### src/rtl/pidaw_pkg.sv
// ----------------------------------------------------------------------------
// pidaw_pkg
// Shared types, constants and saturating helpers for the PID controller
// with integral anti-windup.
// ----------------------------------------------------------------------------
package pidaw_pkg;

  localparam int DataW   = 32;               // signed Q16.16 data
  localparam int FracW   = 16;               // fraction bits
  localparam int TimeW   = 24;               // unsigned Q8.16 time
  localparam int LimW    = DataW - 1;        // limit register width
  localparam int BusW    = 32;               // config bus data width
  localparam int AddrW   = 5;                // byte address, six registers
  localparam int DivW    = DataW + FracW;    // divider dividend/quotient width
  localparam int ProdW   = 2 * DataW;        // full product width
  localparam int QW      = ProdW - FracW;    // product after fraction drop

  localparam logic [TimeW-1:0] StepFloorRst = TimeW'(66);

  localparam logic signed [DataW-1:0] MaxVal = {1'b0, {(DataW-1){1'b1}}};
  localparam logic signed [DataW-1:0] MinVal = {1'b1, {(DataW-1){1'b0}}};

  typedef enum logic [2:0] {
    REG_GAIN_PROP   = 3'd0,
    REG_GAIN_INTEG  = 3'd1,
    REG_GAIN_DERIV  = 3'd2,
    REG_INTEG_LIMIT = 3'd3,
    REG_DRIVE_LIMIT = 3'd4,
    REG_STEP_FLOOR  = 3'd5
  } reg_idx_e;

  typedef enum logic [3:0] {
    OP_NONE,
    OP_LOAD,
    OP_ERR,
    OP_DIFF,
    OP_DIV_STEP,
    OP_DIV_END,
    OP_DRV_LOAD,
    OP_DRV_ADD,
    OP_CAND,
    OP_COMMIT,
    OP_PUSH
  } dp_op_e;

  typedef enum logic [2:0] {
    MS_ERR_KP,
    MS_DER_KD,
    MS_ERR_DT,
    MS_CAND_KI,
    MS_INT_KI
  } mul_sel_e;

  typedef enum logic [4:0] {
    ST_IDLE,
    ST_ERR,
    ST_DIFF,
    ST_DIV,
    ST_DIV_END,
    ST_MUL_P,
    ST_MUL_D,
    ST_P_LOAD,
    ST_D_ADD,
    ST_MUL_DT,
    ST_WAIT_DT,
    ST_CAND,
    ST_MUL_CAND,
    ST_WAIT_CAND,
    ST_COMMIT,
    ST_MUL_ACC,
    ST_WAIT_ACC,
    ST_I_ADD,
    ST_DONE
  } state_e;

  typedef struct packed {
    logic signed [DataW-1:0] gain_prop;
    logic signed [DataW-1:0] gain_integ;
    logic signed [DataW-1:0] gain_deriv;
    logic [LimW-1:0]         integ_limit;
    logic [LimW-1:0]         drive_limit;
    logic [TimeW-1:0]        step_floor;
  } cfg_t;

  typedef struct packed {
    dp_op_e   op;
    mul_sel_e msel;
  } cmd_t;

  typedef struct packed {
    logic ki_pos;
    logic out_free;
  } status_t;

  // saturate a sum that grew by one bit
  function automatic logic signed [DataW-1:0] sat_wide(input logic [DataW:0] s);
    logic signed [DataW-1:0] r;
    if (s[DataW] != s[DataW-1]) begin
      r = s[DataW] ? MinVal : MaxVal;
    end else begin
      r = s[DataW-1:0];
    end
    return r;
  endfunction

  function automatic logic signed [DataW-1:0] sat_add(input logic signed [DataW-1:0] a,
                                                       input logic signed [DataW-1:0] b);
    logic [DataW:0] s;
    s = {a[DataW-1], a} + {b[DataW-1], b};
    return sat_wide(s);
  endfunction

  function automatic logic signed [DataW-1:0] sat_sub(input logic signed [DataW-1:0] a,
                                                       input logic signed [DataW-1:0] b);
    logic [DataW:0] s;
    s = {a[DataW-1], a} - {b[DataW-1], b};
    return sat_wide(s);
  endfunction

  // magnitude; the most negative value maps to 2^(W-1)
  function automatic logic [DataW-1:0] mag(input logic signed [DataW-1:0] a);
    logic [DataW-1:0] u;
    u = a;
    return u[DataW-1] ? (~u + 1'b1) : u;
  endfunction

endpackage

### src/rtl/pidaw_ifs.sv
// ----------------------------------------------------------------------------
// pidaw_ifs
// Stream interfaces for sample words in and drive words out.
// ----------------------------------------------------------------------------
interface pidaw_in_if;
  import pidaw_pkg::*;

  logic                    valid;
  logic                    ready;
  logic signed [DataW-1:0] setpoint;
  logic signed [DataW-1:0] measured;
  logic [TimeW-1:0]        time_step;
  logic                    clear_integ;

  modport source (output valid, setpoint, measured, time_step, clear_integ, input ready);
  modport sink   (input valid, setpoint, measured, time_step, clear_integ, output ready);
endinterface

interface pidaw_out_if;
  import pidaw_pkg::*;

  logic                    valid;
  logic                    ready;
  logic signed [DataW-1:0] drive;

  modport source (output valid, drive, input ready);
  modport sink   (input valid, drive, output ready);
endinterface

### src/rtl/pidaw_regs.sv
// ----------------------------------------------------------------------------
// pidaw_regs
// APB configuration registers: gains, limits and minimum time step.
// ----------------------------------------------------------------------------
module pidaw_regs (
  input  logic                          clk_i,
  input  logic                          rst_ni,
  input  logic                          psel,
  input  logic                          penable,
  input  logic                          pwrite,
  input  logic [pidaw_pkg::AddrW-1:0]   paddr,
  input  logic [pidaw_pkg::BusW-1:0]    pwdata,
  output logic [pidaw_pkg::BusW-1:0]    prdata,
  output logic                          pready,
  output pidaw_pkg::cfg_t               cfg_o
);
  import pidaw_pkg::*;

  cfg_t     cfg_q, cfg_d;
  reg_idx_e idx;
  logic     wr_en;

  assign idx    = reg_idx_e'(paddr[AddrW-1:2]);
  assign wr_en  = psel & penable & pwrite;
  assign pready = 1'b1;
  assign cfg_o  = cfg_q;

  always_comb begin
    cfg_d = cfg_q;
    if (wr_en) begin
      case (idx)
        REG_GAIN_PROP:   cfg_d.gain_prop   = pwdata[DataW-1:0];
        REG_GAIN_INTEG:  cfg_d.gain_integ  = pwdata[DataW-1:0];
        REG_GAIN_DERIV:  cfg_d.gain_deriv  = pwdata[DataW-1:0];
        REG_INTEG_LIMIT: cfg_d.integ_limit = pwdata[LimW-1:0];
        REG_DRIVE_LIMIT: cfg_d.drive_limit = pwdata[LimW-1:0];
        REG_STEP_FLOOR:  cfg_d.step_floor  = pwdata[TimeW-1:0];
        default: ;
      endcase
    end
  end

  always_comb begin
    case (idx)
      REG_GAIN_PROP:   prdata = BusW'(unsigned'(cfg_q.gain_prop));
      REG_GAIN_INTEG:  prdata = BusW'(unsigned'(cfg_q.gain_integ));
      REG_GAIN_DERIV:  prdata = BusW'(unsigned'(cfg_q.gain_deriv));
      REG_INTEG_LIMIT: prdata = BusW'(cfg_q.integ_limit);
      REG_DRIVE_LIMIT: prdata = BusW'(cfg_q.drive_limit);
      REG_STEP_FLOOR:  prdata = BusW'(cfg_q.step_floor);
      default:         prdata = '0;
    endcase
  end

  always_ff @(posedge clk_i or negedge rst_ni) begin
    if (!rst_ni) begin
      cfg_q.gain_prop   <= '0;
      cfg_q.gain_integ  <= '0;
      cfg_q.gain_deriv  <= '0;
      cfg_q.integ_limit <= '0;
      cfg_q.drive_limit <= '0;
      cfg_q.step_floor  <= StepFloorRst;
    end else begin
      cfg_q <= cfg_d;
    end
  end

endmodule

### src/rtl/pidaw_ctrl.sv
// ----------------------------------------------------------------------------
// pidaw_ctrl
// Sequencer: walks the datapath through error, divide, multiply-accumulate
// and integral commit for one sample word.
// ----------------------------------------------------------------------------
module pidaw_ctrl (
  input  logic                 clk_i,
  input  logic                 rst_ni,
  input  logic                 in_valid_i,
  output logic                 in_ready_o,
  input  pidaw_pkg::status_t   status_i,
  output pidaw_pkg::cmd_t      cmd_o
);
  import pidaw_pkg::*;

  localparam int DivSteps = DivW;
  localparam int CntW     = $clog2(DivSteps);

  state_e          state_q, state_d;
  logic [CntW-1:0] cnt_q, cnt_d;

  // next state
  always_comb begin
    state_d = state_q;
    cnt_d   = cnt_q;
    case (state_q)
      ST_IDLE:      if (in_valid_i) state_d = ST_ERR;
      ST_ERR:       state_d = ST_DIFF;
      ST_DIFF: begin
        state_d = ST_DIV;
        cnt_d   = '0;
      end
      ST_DIV: begin
        cnt_d = cnt_q + 1'b1;
        if (cnt_q == CntW'(DivSteps - 1)) state_d = ST_DIV_END;
      end
      ST_DIV_END:   state_d = ST_MUL_P;
      ST_MUL_P:     state_d = ST_MUL_D;
      ST_MUL_D:     state_d = ST_P_LOAD;
      ST_P_LOAD:    state_d = ST_D_ADD;
      ST_D_ADD:     state_d = status_i.ki_pos ? ST_MUL_DT : ST_DONE;
      ST_MUL_DT:    state_d = ST_WAIT_DT;
      ST_WAIT_DT:   state_d = ST_CAND;
      ST_CAND:      state_d = ST_MUL_CAND;
      ST_MUL_CAND:  state_d = ST_WAIT_CAND;
      ST_WAIT_CAND: state_d = ST_COMMIT;
      ST_COMMIT:    state_d = ST_MUL_ACC;
      ST_MUL_ACC:   state_d = ST_WAIT_ACC;
      ST_WAIT_ACC:  state_d = ST_I_ADD;
      ST_I_ADD:     state_d = ST_DONE;
      ST_DONE:      if (status_i.out_free) state_d = ST_IDLE;
      default:      state_d = ST_IDLE;
    endcase
  end

  // outputs; the multiplier has two register stages, so a product issued
  // in one state is consumed once it has passed through prod_q and mres_q
  always_comb begin
    cmd_o.op   = OP_NONE;
    cmd_o.msel = MS_ERR_KP;
    in_ready_o = 1'b0;
    case (state_q)
      ST_IDLE: begin
        in_ready_o = 1'b1;
        if (in_valid_i) cmd_o.op = OP_LOAD;
      end
      ST_ERR:       cmd_o.op = OP_ERR;
      ST_DIFF:      cmd_o.op = OP_DIFF;
      ST_DIV:       cmd_o.op = OP_DIV_STEP;
      ST_DIV_END:   cmd_o.op = OP_DIV_END;
      ST_MUL_P:     cmd_o.msel = MS_ERR_KP;
      ST_MUL_D:     cmd_o.msel = MS_DER_KD;
      ST_P_LOAD:    cmd_o.op = OP_DRV_LOAD;
      ST_D_ADD:     cmd_o.op = OP_DRV_ADD;
      ST_MUL_DT:    cmd_o.msel = MS_ERR_DT;
      ST_WAIT_DT:   cmd_o.op = OP_NONE;
      ST_CAND:      cmd_o.op = OP_CAND;
      ST_MUL_CAND:  cmd_o.msel = MS_CAND_KI;
      ST_WAIT_CAND: cmd_o.op = OP_NONE;
      ST_COMMIT:    cmd_o.op = OP_COMMIT;
      ST_MUL_ACC:   cmd_o.msel = MS_INT_KI;
      ST_WAIT_ACC:  cmd_o.op = OP_NONE;
      ST_I_ADD:     cmd_o.op = OP_DRV_ADD;
      ST_DONE:      if (status_i.out_free) cmd_o.op = OP_PUSH;
      default:      cmd_o.op = OP_NONE;
    endcase
  end

  always_ff @(posedge clk_i or negedge rst_ni) begin
    if (!rst_ni) begin
      state_q <= ST_IDLE;
      cnt_q   <= '0;
    end else begin
      state_q <= state_d;
      cnt_q   <= cnt_d;
    end
  end

endmodule

### src/rtl/pidaw_dp.sv
// ----------------------------------------------------------------------------
// pidaw_dp
// Datapath: saturating add/sub, restoring divider, shared two-stage
// multiplier, integral state and output word register.
// ----------------------------------------------------------------------------
module pidaw_dp (
  input  logic                                 clk_i,
  input  logic                                 rst_ni,
  input  pidaw_pkg::cfg_t                      cfg_i,
  input  pidaw_pkg::cmd_t                      cmd_i,
  output pidaw_pkg::status_t                   status_o,
  input  logic signed [pidaw_pkg::DataW-1:0]   setpoint_i,
  input  logic signed [pidaw_pkg::DataW-1:0]   measured_i,
  input  logic [pidaw_pkg::TimeW-1:0]          time_step_i,
  input  logic                                 clear_integ_i,
  input  logic                                 out_ready_i,
  output logic                                 out_valid_o,
  output logic signed [pidaw_pkg::DataW-1:0]   drive_o
);
  import pidaw_pkg::*;

  // sample and working registers
  logic signed [DataW-1:0] sp_q, pv_q, err_q, deriv_q, cand_q, drive_q;
  logic [TimeW-1:0]        dt_q, den_q;
  logic signed [DataW-1:0] integ_q, prev_q;
  logic                    out_valid_q;
  logic signed [DataW-1:0] out_q;

  // divider
  logic [DivW-1:0]         num_q, quo_q;
  logic [TimeW-1:0]        rem_q;
  logic                    dneg_q;

  // multiplier
  logic signed [DataW-1:0] ma, mb;
  logic                    mb_neg;
  logic [ProdW-1:0]        prod_q;
  logic                    pneg_q;
  logic signed [DataW-1:0] mres_q;

  // ---- combinational helpers ----
  logic [TimeW-1:0]        den_d;
  logic signed [DataW-1:0] dd;
  logic [TimeW:0]          r2, r2_sub;
  logic                    r_ge;
  logic [DivW-1:0]         dlim;
  logic [DataW-1:0]        dq_mag;
  logic [QW-1:0]           psh, plim;
  logic [DataW-1:0]        pm;
  logic signed [DataW-1:0] drv_try, clamp_val, dl_s, il_s;
  logic                    commit_ok;

  always_comb begin
    den_d = (dt_q > cfg_i.step_floor) ? dt_q : cfg_i.step_floor;
    if (den_d == '0) den_d = TimeW'(1);
  end

  assign dd = sat_sub(err_q, prev_q);

  // one restoring step per cycle
  assign r2     = {rem_q, num_q[DivW-1]};
  assign r2_sub = r2 - {1'b0, den_q};
  assign r_ge   = r2 >= {1'b0, den_q};

  // quotient clamp: 2^(W-1) for negative, 2^(W-1)-1 for positive
  assign dlim   = {{(DivW-DataW){1'b0}}, dneg_q, {(DataW-1){~dneg_q}}};
  assign dq_mag = (quo_q > dlim) ? dlim[DataW-1:0] : quo_q[DataW-1:0];

  always_comb begin
    ma     = err_q;
    mb     = cfg_i.gain_prop;
    mb_neg = cfg_i.gain_prop[DataW-1];
    case (cmd_i.msel)
      MS_ERR_KP: begin
        ma     = err_q;
        mb     = cfg_i.gain_prop;
        mb_neg = cfg_i.gain_prop[DataW-1];
      end
      MS_DER_KD: begin
        ma     = deriv_q;
        mb     = cfg_i.gain_deriv;
        mb_neg = cfg_i.gain_deriv[DataW-1];
      end
      MS_ERR_DT: begin
        ma     = err_q;
        mb     = DataW'(dt_q);
        mb_neg = 1'b0;
      end
      MS_CAND_KI: begin
        ma     = cand_q;
        mb     = cfg_i.gain_integ;
        mb_neg = cfg_i.gain_integ[DataW-1];
      end
      MS_INT_KI: begin
        ma     = integ_q;
        mb     = cfg_i.gain_integ;
        mb_neg = cfg_i.gain_integ[DataW-1];
      end
      default: ;
    endcase
  end

  // product >> FracW, magnitude truncated, then clamped to the signed range
  assign psh  = prod_q[ProdW-1:FracW];
  assign plim = {{(QW-DataW){1'b0}}, pneg_q, {(DataW-1){~pneg_q}}};
  assign pm   = (psh > plim) ? plim[DataW-1:0] : psh[DataW-1:0];

  assign dl_s = {1'b0, cfg_i.drive_limit};
  assign il_s = {1'b0, cfg_i.integ_limit};

  assign drv_try   = sat_add(drive_q, mres_q);
  assign commit_ok = ((cfg_i.drive_limit == '0) || (mag(drv_try) <= unsigned'(dl_s)))
                     && (mag(cand_q) <= unsigned'(il_s));

  always_comb begin
    clamp_val = drive_q;
    if (cfg_i.drive_limit != '0) begin
      if (drive_q > dl_s) begin
        clamp_val = dl_s;
      end else if (drive_q < -dl_s) begin
        clamp_val = -dl_s;
      end
    end
  end

  assign status_o.ki_pos   = !cfg_i.gain_integ[DataW-1] && (cfg_i.gain_integ != '0);
  assign status_o.out_free = !out_valid_q || out_ready_i;
  assign out_valid_o       = out_valid_q;
  assign drive_o           = out_q;

  // ---- state with reset ----
  always_ff @(posedge clk_i or negedge rst_ni) begin
    if (!rst_ni) begin
      integ_q     <= '0;
      prev_q      <= '0;
      out_valid_q <= 1'b0;
    end else begin
      if (cmd_i.op == OP_LOAD && clear_integ_i) integ_q <= '0;
      if (cmd_i.op == OP_COMMIT && commit_ok)  integ_q <= cand_q;
      if (cmd_i.op == OP_DIFF)                 prev_q  <= err_q;
      if (cmd_i.op == OP_PUSH) begin
        out_valid_q <= 1'b1;
      end else if (out_ready_i) begin
        out_valid_q <= 1'b0;
      end
    end
  end

  // ---- payload registers ----
  always_ff @(posedge clk_i) begin
    prod_q <= ProdW'(mag(ma)) * ProdW'(mag(mb));
    pneg_q <= ma[DataW-1] ^ mb_neg;
    mres_q <= pneg_q ? signed'(~pm + 1'b1) : signed'(pm);

    case (cmd_i.op)
      OP_LOAD: begin
        sp_q <= setpoint_i;
        pv_q <= measured_i;
        dt_q <= time_step_i;
      end
      OP_ERR: begin
        err_q <= sat_sub(sp_q, pv_q);
        den_q <= den_d;
      end
      OP_DIFF: begin
        num_q  <= {mag(dd), {FracW{1'b0}}};
        rem_q  <= '0;
        quo_q  <= '0;
        dneg_q <= dd[DataW-1];
      end
      OP_DIV_STEP: begin
        num_q <= {num_q[DivW-2:0], 1'b0};
        quo_q <= {quo_q[DivW-2:0], r_ge};
        rem_q <= r_ge ? r2_sub[TimeW-1:0] : r2[TimeW-1:0];
      end
      OP_DIV_END:  deriv_q <= dneg_q ? signed'(~dq_mag + 1'b1) : signed'(dq_mag);
      OP_DRV_LOAD: drive_q <= mres_q;
      OP_DRV_ADD:  drive_q <= sat_add(drive_q, mres_q);
      OP_CAND:     cand_q  <= sat_add(integ_q, mres_q);
      OP_PUSH:     out_q   <= clamp_val;
      default: ;
    endcase
  end

endmodule

### src/rtl/pid_controller_antiwindup.sv
// ----------------------------------------------------------------------------
// pid_controller_antiwindup
// PID controller with integral anti-windup, signed Q16.16 fixed point.
// ----------------------------------------------------------------------------
// One sample word in (setpoint, measured, time step, clear flag) gives one
// drive word out. A word is taken only while the sequencer is idle; the
// integral steps run only when gain_integ is positive, and the sequencer
// returns to idle as it loads the drive word into the output register, so a
// new word is taken only once the last one is finished. The pass length is
// set by the 48-step restoring divider for the derivative (one quotient bit
// per cycle) and by the single shared 32x32 multiplier, which has two
// register stages. The output register holds a finished drive word while the
// next sample is already being worked on; a word still waiting there stalls
// the sequencer at its last step. Registers sit at byte addresses 4*i on the
// APB port; write them only while the block is idle.
// ----------------------------------------------------------------------------
module pid_controller_antiwindup (
  input  logic                          clk_i,
  input  logic                          rst_ni,
  pidaw_in_if.sink                      in_ch_i,
  pidaw_out_if.source                   out_ch_o,
  input  logic                          psel,
  input  logic                          penable,
  input  logic                          pwrite,
  input  logic [pidaw_pkg::AddrW-1:0]   paddr,
  input  logic [pidaw_pkg::BusW-1:0]    pwdata,
  output logic [pidaw_pkg::BusW-1:0]    prdata,
  output logic                          pready
);
  import pidaw_pkg::*;

  cfg_t    cfg;
  cmd_t    cmd;
  status_t status;
  logic    in_ready;

  assign in_ch_i.ready = in_ready;

  pidaw_regs u_regs (
    .clk_i   (clk_i),
    .rst_ni  (rst_ni),
    .psel    (psel),
    .penable (penable),
    .pwrite  (pwrite),
    .paddr   (paddr),
    .pwdata  (pwdata),
    .prdata  (prdata),
    .pready  (pready),
    .cfg_o   (cfg)
  );

  pidaw_ctrl u_ctrl (
    .clk_i      (clk_i),
    .rst_ni     (rst_ni),
    .in_valid_i (in_ch_i.valid),
    .in_ready_o (in_ready),
    .status_i   (status),
    .cmd_o      (cmd)
  );

  pidaw_dp u_dp (
    .clk_i         (clk_i),
    .rst_ni        (rst_ni),
    .cfg_i         (cfg),
    .cmd_i         (cmd),
    .status_o      (status),
    .setpoint_i    (in_ch_i.setpoint),
    .measured_i    (in_ch_i.measured),
    .time_step_i   (in_ch_i.time_step),
    .clear_integ_i (in_ch_i.clear_integ),
    .out_ready_i   (out_ch_o.ready),
    .out_valid_o   (out_ch_o.valid),
    .drive_o       (out_ch_o.drive)
  );

endmodule

### src/flat_wrapper.sv
// flat-port wrapper written by rule: the top's interface ports become plain ports
module pid_controller_antiwindup_flat import pidaw_pkg::*;
  (clk_i, rst_ni, psel, penable, pwrite, paddr, pwdata, prdata, pready, in_ch_i_valid, in_ch_i_setpoint, in_ch_i_measured, in_ch_i_time_step, in_ch_i_clear_integ, in_ch_i_ready, out_ch_o_valid, out_ch_o_drive, out_ch_o_ready);
  pidaw_in_if in_ch_i_i ();
  pidaw_out_if out_ch_o_i ();
  input  logic clk_i;
  input  logic rst_ni;
  input  logic psel;
  input  logic penable;
  input  logic pwrite;
  input  logic [pidaw_pkg::AddrW-1:0] paddr;
  input  logic [pidaw_pkg::BusW-1:0] pwdata;
  output logic [pidaw_pkg::BusW-1:0] prdata;
  output logic pready;
  input wire logic [$bits(in_ch_i_i.valid)-1:0] in_ch_i_valid;
  input wire logic [$bits(in_ch_i_i.setpoint)-1:0] in_ch_i_setpoint;
  input wire logic [$bits(in_ch_i_i.measured)-1:0] in_ch_i_measured;
  input wire logic [$bits(in_ch_i_i.time_step)-1:0] in_ch_i_time_step;
  input wire logic [$bits(in_ch_i_i.clear_integ)-1:0] in_ch_i_clear_integ;
  output wire logic [$bits(in_ch_i_i.ready)-1:0] in_ch_i_ready;
  output wire logic [$bits(out_ch_o_i.valid)-1:0] out_ch_o_valid;
  output wire logic [$bits(out_ch_o_i.drive)-1:0] out_ch_o_drive;
  input wire logic [$bits(out_ch_o_i.ready)-1:0] out_ch_o_ready;
  assign in_ch_i_i.valid = in_ch_i_valid;
  assign in_ch_i_i.setpoint = in_ch_i_setpoint;
  assign in_ch_i_i.measured = in_ch_i_measured;
  assign in_ch_i_i.time_step = in_ch_i_time_step;
  assign in_ch_i_i.clear_integ = in_ch_i_clear_integ;
  assign in_ch_i_ready = in_ch_i_i.ready;
  assign out_ch_o_valid = out_ch_o_i.valid;
  assign out_ch_o_drive = out_ch_o_i.drive;
  assign out_ch_o_i.ready = out_ch_o_ready;
  pid_controller_antiwindup u_core (.clk_i(clk_i), .rst_ni(rst_ni), .in_ch_i(in_ch_i_i), .out_ch_o(out_ch_o_i), .psel(psel), .penable(penable), .pwrite(pwrite), .paddr(paddr), .pwdata(pwdata), .prdata(prdata), .pready(pready));
endmodule
### config.mk
export PLATFORM = sky130hd
export DESIGN_NAME = pid_controller_antiwindup_flat
export DESIGN_NICKNAME = d
export VERILOG_FILES = /design/src/rtl/pidaw_pkg.sv /design/src/rtl/pidaw_ifs.sv /design/src/rtl/pidaw_regs.sv /design/src/rtl/pidaw_ctrl.sv /design/src/rtl/pidaw_dp.sv /design/src/rtl/pid_controller_antiwindup.sv /design/src/flat_wrapper.sv
export SDC_FILE = /design/constraint.sdc
export NUM_CORES = 2
export LEC_CHECK = 0
export ABC_AREA = 1
export BUFFER_PORTS_ARGS = -buffer_cell sky130_fd_sc_hd__buf_2
export CAP_MARGIN = 40
export CORE_MARGIN = 10
export CORE_UTILIZATION = 45
export CTS_CLUSTER_SIZE = 25
export DETAILED_ROUTE_END_ITERATION = 8
export GPL_TIMING_DRIVEN = 0
export PLACE_DENSITY_LB_ADDON = 0.05
export SLEW_MARGIN = 20
export SYNTH_ARGS = -nofsm -noshare
export SYNTH_HDL_FRONTEND = slang
export SYNTH_HIERARCHICAL = 1
export SYNTH_SLANG_ARGS = --single-unit
### constraint.sdc
create_clock -name clk_i -period 16.9 [get_ports clk_i]
set_input_delay 2.535 -clock clk_i [delete_from_list [all_inputs] [get_ports clk_i]]
set_output_delay 2.535 -clock clk_i [all_outputs]
set_load 0.05 [all_outputs]
# ---- Yosys cells after proc, flatten, opt, wreduce, memory -nomap -nowiden
# Cells that the tools add are included.
dict set report classes {
  eq_ne 45
  multipliers 1
  n_reduce_logical 28
  mux 45
  bitwise_logic 12
  order_cmp 8
  add_sub_neg 14
}
# cell n
set op_table {}
lappend op_table {{32-bit two-way mux} 22}
lappend op_table {{32-bit by 1-bit adder with 32-bit output, second input constant} 7}
lappend op_table {{32-bit NOT} 7}
lappend op_table {{32-bit one-hot mux with 3 select lines} 2}
lappend op_table {{32-bit one-hot mux with 6 select lines} 1}
lappend op_table {{48-bit one-hot mux with 2 select lines} 2}
lappend op_table {{48-bit by 32-bit greater-than comparator with 1-bit output} 2}
lappend op_table {{5-bit one-hot mux with 19 select lines} 1}
lappend op_table {{32-bit by 32-bit adder with 33-bit output} 2}
lappend op_table {{32-bit by 32-bit subtractor with 33-bit output} 2}
lappend op_table {{32-bit by 31-bit less-or-equal comparator with 1-bit output} 2}
lappend op_table {{32-bit by 32-bit multiplier with 64-bit output} 1}
lappend op_table {{32-bit one-hot mux with 2 select lines} 1}
lappend op_table {{24-bit two-way mux} 2}
lappend op_table {{24-bit one-hot mux with 2 select lines} 1}
lappend op_table {{5-bit by 4-bit equality test with 1-bit output, second input constant} 8}
lappend op_table {{4-bit one-hot mux with 10 select lines} 1}
lappend op_table {{32-bit greater-than comparator} 1}
lappend op_table {{32-bit < comparator} 1}
lappend op_table {{31-bit negation with 32-bit output} 1}
lappend op_table {{32-bit nonzero test} 1}
lappend op_table {{31-bit logical NOT} 1}
lappend op_table {{31-bit nonzero test} 1}
lappend op_table {{25-bit by 24-bit greater-or-equal comparator with 1-bit output} 1}
lappend op_table {{37 further kinds} 82}
dict set report word_totals {
  elab_cells 180
  out_inout_bits 67
  register_bits 748
  in_bits 133
}

# ---- Logic depth before layout (Yosys ltp)
dict set report depth {
  word_depth 11
  depth_mapped 56
  depth_no_buf 54
}

# ---- Modules after synthesis
# The synthesis kept the hierarchy.
# module instances seq_area_each_um2 area_per_inst_um2 cells_per_inst
set by_module_without_submodules {}
lappend by_module_without_submodules {pidaw_dp 1 14569.0 75562.5 10001}
lappend by_module_without_submodules {pidaw_regs 1 4556.9 8942.3 1160}
lappend by_module_without_submodules {pidaw_ctrl 1 275.3 835.8 123}

# ---- Least setup slack after synthesis
# Ideal clock, no wire load.
dict set report synth_timing {
  path_kind {register to register}
  start {register u_core.u_ctrl.state_q[4]}
  end {register u_core.u_dp.prod_q[61]}
  stages_incl_launch_ff 51
  path_buffers 4
  required_ns 16.780
  setup_time_ns 0.120
  synth_period_minus_slack_ns 9.303
  slack_ns 7.597
  arrival_ns 9.184
  path_cell_list {dfrtp_1 > buf_6 > inv_4 > nand3_2 > nor2_1 > inv_2 > nand3_2 > buf_4 > inv_2 > nand2_1 > nand3_1 > o21ai_2 > clkbuf_1 > ha_1 > nand4_2 > nor2_2 > nand3_2 > nor3_2 > [15 not listed] > fa_1 > fa_1 > inv_1 > fa_1 > inv_1 > ha_1 > a21oi_1 > o21a_1 > inv_1 > nor2_1 > o21ai_0 > a21oi_1 > nand2_1 > nand2_1 > nand2_1 > nand2_1 > nand2_1 > xor2_1}
}
# item line_no
set synth_rtl {}
lappend synth_rtl {{from (decl)} pidaw_ctrl.sv:19} ;# state_e state_q, state_d;
lappend synth_rtl {{from (signal assigned)} pidaw_ctrl.sv:94} ;# state_q <= state_d;
lappend synth_rtl {{to (signal assigned)} pidaw_dp.sv:151} ;# prod_q <= ProdW'(mag(ma)) * ProdW'(mag(mb));
lappend synth_rtl {{to (decl)} pidaw_dp.sv:37} ;# logic [ProdW-1:0] prod_q;

==> results by group <==
Clock network
  – Post-CTS setup buffers: 0
  – CTS tree: done
  – Clk_lat worst skew: 0.77 ns
  – Root buffer cell: clkbuf_16
  – Sink Count: between 700 and 800
  – Clock transition at path regs: 0.06 ns
  – CTS HTree Levels: 3
  – Clk buf depth: 3
  – Hold_buf cts: 0
  – Post_cts resized: 0
  – CTS Buf Count: 86

Logic synthesis
  – Post-synthesis cell area: 85340 µm²
  – Synth Net Count: 12.95k
  – Synthesis warning total: 6
  – Sequential share of the synthesized area: between 20 and 25%
  – Top FF cell, synth: edfxtp_1
  – Post-synthesis cell count: ~11k
  – FF+latch count, synth: 716
  – FFs w/ async S/R, synth: about 36%
  – Post-synth EDFFs: around 380
  – Mean cell area of the mapped netlist: approximately 7.6 µm²
  – Synth unique cells: 82

Min path
  – Worst hold path cell count: 2
  – WHS Endpoint: u_core/u_dp/mres_q[0]
  – Hold path start: u_core/u_dp/prod_q[16]
  – Hold Crit Class: reg2reg

Route
  – Vias post-DR: 79.25k
  – Number of vias per cell: around 5.6
  – DRC Markers: 0
  – Drt pass-1 iters: 9
  – Routed wire length: ~350000 µm
  – Initial DRC count: around 8.2k
  – DRT antenna net count: 0
  – Wire per inst: about 25 µm

Layout
  – Fraction of layout cells with a size suffix above 1: 6.905%
  – Design Area, Final: roughly 94000 µm²
  – Most frequent cells in the layout: 2811 x nand2_1, 1931 x inv_1, 1244 x nor2_1
  – Nets: between 10k and 15k
  – Fillers: between 15k and 20k
  – Most common cell after layout, fill and taps aside: nand2_1
  – Area Overhead vs Synth: 9.616%

Floorplanning
  – CORE AREA: 188200 µm²
  – Starting Density: 45.35%
  – Top-level I/O count: 200
  – Die Area: 207500 µm²
  – Die Y: 455.5 µm
  – # rows: approximately 160
  – Die width: about 460 µm

Timing
  – Slew @ Worst Pin: 1.008 ns
  – Tcrit/Tclk final: 76.70%
  – Period minus WS final: roughly 13 ns
  – RSZ-0062 raised after global routing: false
  – Setup WS post-layout: 3.937 ns
  – Max_slew headroom: about 33%
  – Setup violators final: 0
  – Final-report hold violation count: 0
  – Pins Over Slew Limit: 0
  – Max Clock Skew: between 0.07 and 0.08 ns
  – TNS Setup: 0 ns
  – Fmax: between 70 and 80 MHz

Global routing
  – Top Usage Layer GRT: met2
  – GR Overflow Total: 0
  – Grt met1 use: between 40% and 50%
  – Met3 GRT Util: approximately 8%
  – Routing usage on met2: about half
  – First-pass GRT wire length: just over 500000 µm
  – Total Routing Usage GR: 32.63%
  – Pin count of the biggest net entering global routing: 83
  – Initial antenna violation count: 14
  – Vias in the first global route: roughly 77k

Placement
  – Area after DPL: around 90000 µm²
  – GP Congestion: ~1.0
  – DP HPWL: just under 300000 µm
  – Setup slack at placement: between 4 and 5 ns
  – Port Buffers: between 150 and 200

Status
  – Status: finished, final reports clean

Setup path
  – Reg2Reg Depth: 45
  – CP required: 17.50 ns
  – RR Startpoint: u_core/u_ctrl/state_q[0]
  – Crit end category: register
  – Reg2Reg Setup Slack: 3.94 ns
  – R2R Path End: u_core/u_dp/prod_q[61]
  – Crit-path slowest cell: fa_1
  – Max incr delay on CP: approximately 0.7 ns
  – Worst EP arrival: roughly 14 ns
  – CP Class: reg2reg
  – Crit Path Max Fanout: 10
  – Setup crit start kind: register
  – Crit-path most repeated cell: nand2_1

Job
  – Max-cap violation count: 0
==> routing by layer <==
| metal | vias to the layer above | share of wire (%) |
|---|---|---|
| met3 | 671 | 10 |
| met4 | 8 | 4.9 |
| met1 | 38776 | 42 |
| met2 | 3696 | 43 |
| met5 | - | 0.015 |
| li1 | 36098 | - |
==> sequential cells by signal, summed over array words and instances, names as in the netlist, 32 cells and up <==
| register | count |
|---|---|
| u_core/u_regs/cfg_o | 182 |
| u_core/u_dp/prod_q | 48 |
| u_core/u_dp/quo_q | 48 |
| u_core/u_dp/cand_q | 32 |
| u_core/u_dp/deriv_q | 32 |
| u_core/u_dp/drive_o | 32 |
| u_core/u_dp/drive_q | 32 |
| u_core/u_dp/err_q | 32 |
| u_core/u_dp/integ_q | 32 |
| u_core/u_dp/mres_q | 32 |
| u_core/u_dp/num_q | 32 |
| u_core/u_dp/prev_q | 32 |
| u_core/u_dp/pv_q | 32 |
| u_core/u_dp/sp_q | 32 |
==> area by class of cell <==
cell class	instances	area (µm²)	area share (%)
inverters	1995	7507	8.025
diodes	3	7.507	0.008025
multi-input cells	8191	56620	60.53
clock buffers	116	2461	2.631
plain buffers	382	1881	2.010
well taps	2495	3122	3.337
flip-flops and latches	716	19400	20.74
repair buffers	259	1861	1.989
clock inverters	43	685.7	0.7330
==> worst max-delay path by stage <==
stage,startpoint,end,slack (ns),cells past startpoint
2_1_floorplan,u_core/u_ctrl/state_q[4],u_core/u_dp/prod_q[61],7.60,50
3_3_place_gp,u_core/u_ctrl/state_q[0],u_core/u_dp/prod_q[61],4.04,46
3_5_place_dp,u_core/u_ctrl/state_q[0],u_core/u_dp/prod_q[61],4.17,45
4_1_cts,u_core/u_ctrl/state_q[0],u_core/u_dp/prod_q[61],4.11,45
5_1_grt,u_core/u_ctrl/state_q[0],u_core/u_dp/prod_q[61],3.54,45
6_report,u_core/u_ctrl/state_q[0],u_core/u_dp/prod_q[61],3.94,45
==> worst max-delay path, delay by kind of cell, from the launching register on <==
family / cells / cell delay, ns
flip-flops: 1 / 0.47
buffers and inverters: 10 / 2.21
AO/OA/AOI/OAI: 1 / 0.44
XOR/XNOR: 2 / 0.46
adder cells (fa/ha/maj): 10 / 5.23
AND/OR/NAND/NOR: 22 / 3.96
==> Yosys cell counts (all sizes together), types with 31 or more instances <==
cell type  count  area, µm²
ha           637       7970
clkbuf       180      675.7
dfrtp        256       6406
nand2       2841      10760
xnor2         64      560.5
nor2        1307       5154
nand4        173       1110
dfxtp         81       1622
nor4          44      296.5
edfxtp       377      11320
xor2         175       1578
a31oi         39      244.0
buf          202       1204
fa           900      18020
inv         1980       7445
nor3          92      511.7
o21ai        688       3507
nand3        575       2963
or2           34      212.7
o21a          31      232.7
a21oi        425       2135
==> logic make-up (layout without fill, tap and decap cells) <==
| logic type | count (synthesis) | in the layout | share of synthesized area [%] |
|---|---|---|---|
| DFF | 716 | 716 | 22.73 |
| other | 1 | 4 | 0.004394 |
| AOI/OAI and AO/OA | 1316 | 1316 | 8.419 |
| and+or+nand+nor | 5096 | 5096 | 24.86 |
| adders and majority gates | 1537 | 1537 | 30.45 |
| muxes | 2 | 2 | 0.02346 |
| buffers and inverters | 2377 | 2795 | 11.00 |
| xor gates and xnor gates | 239 | 239 | 2.506 |
==> metrics by stage <==
| stage | utilization, % | hold slack (ns) | cells |
|---|---|---|---|
| 2_1_floorplan | - | 0.4386 | 11284 |
| 3_3_place_gp | 47.52 | 0.4772 | 13973 |
| 4_1_cts | 49.61 | 0.4705 | 14183 |
| 5_1_grt | 49.70 | 0.4884 | 14197 |
| 3_5_place_dp | 47.94 | 0.4801 | 14024 |
| 6_report | 49.71 | 0.4744 | 14200 |
Power is left out: the tool's default activity adds up to more than one toggle a clock period on the data nets, which glitch-free logic cannot reach.
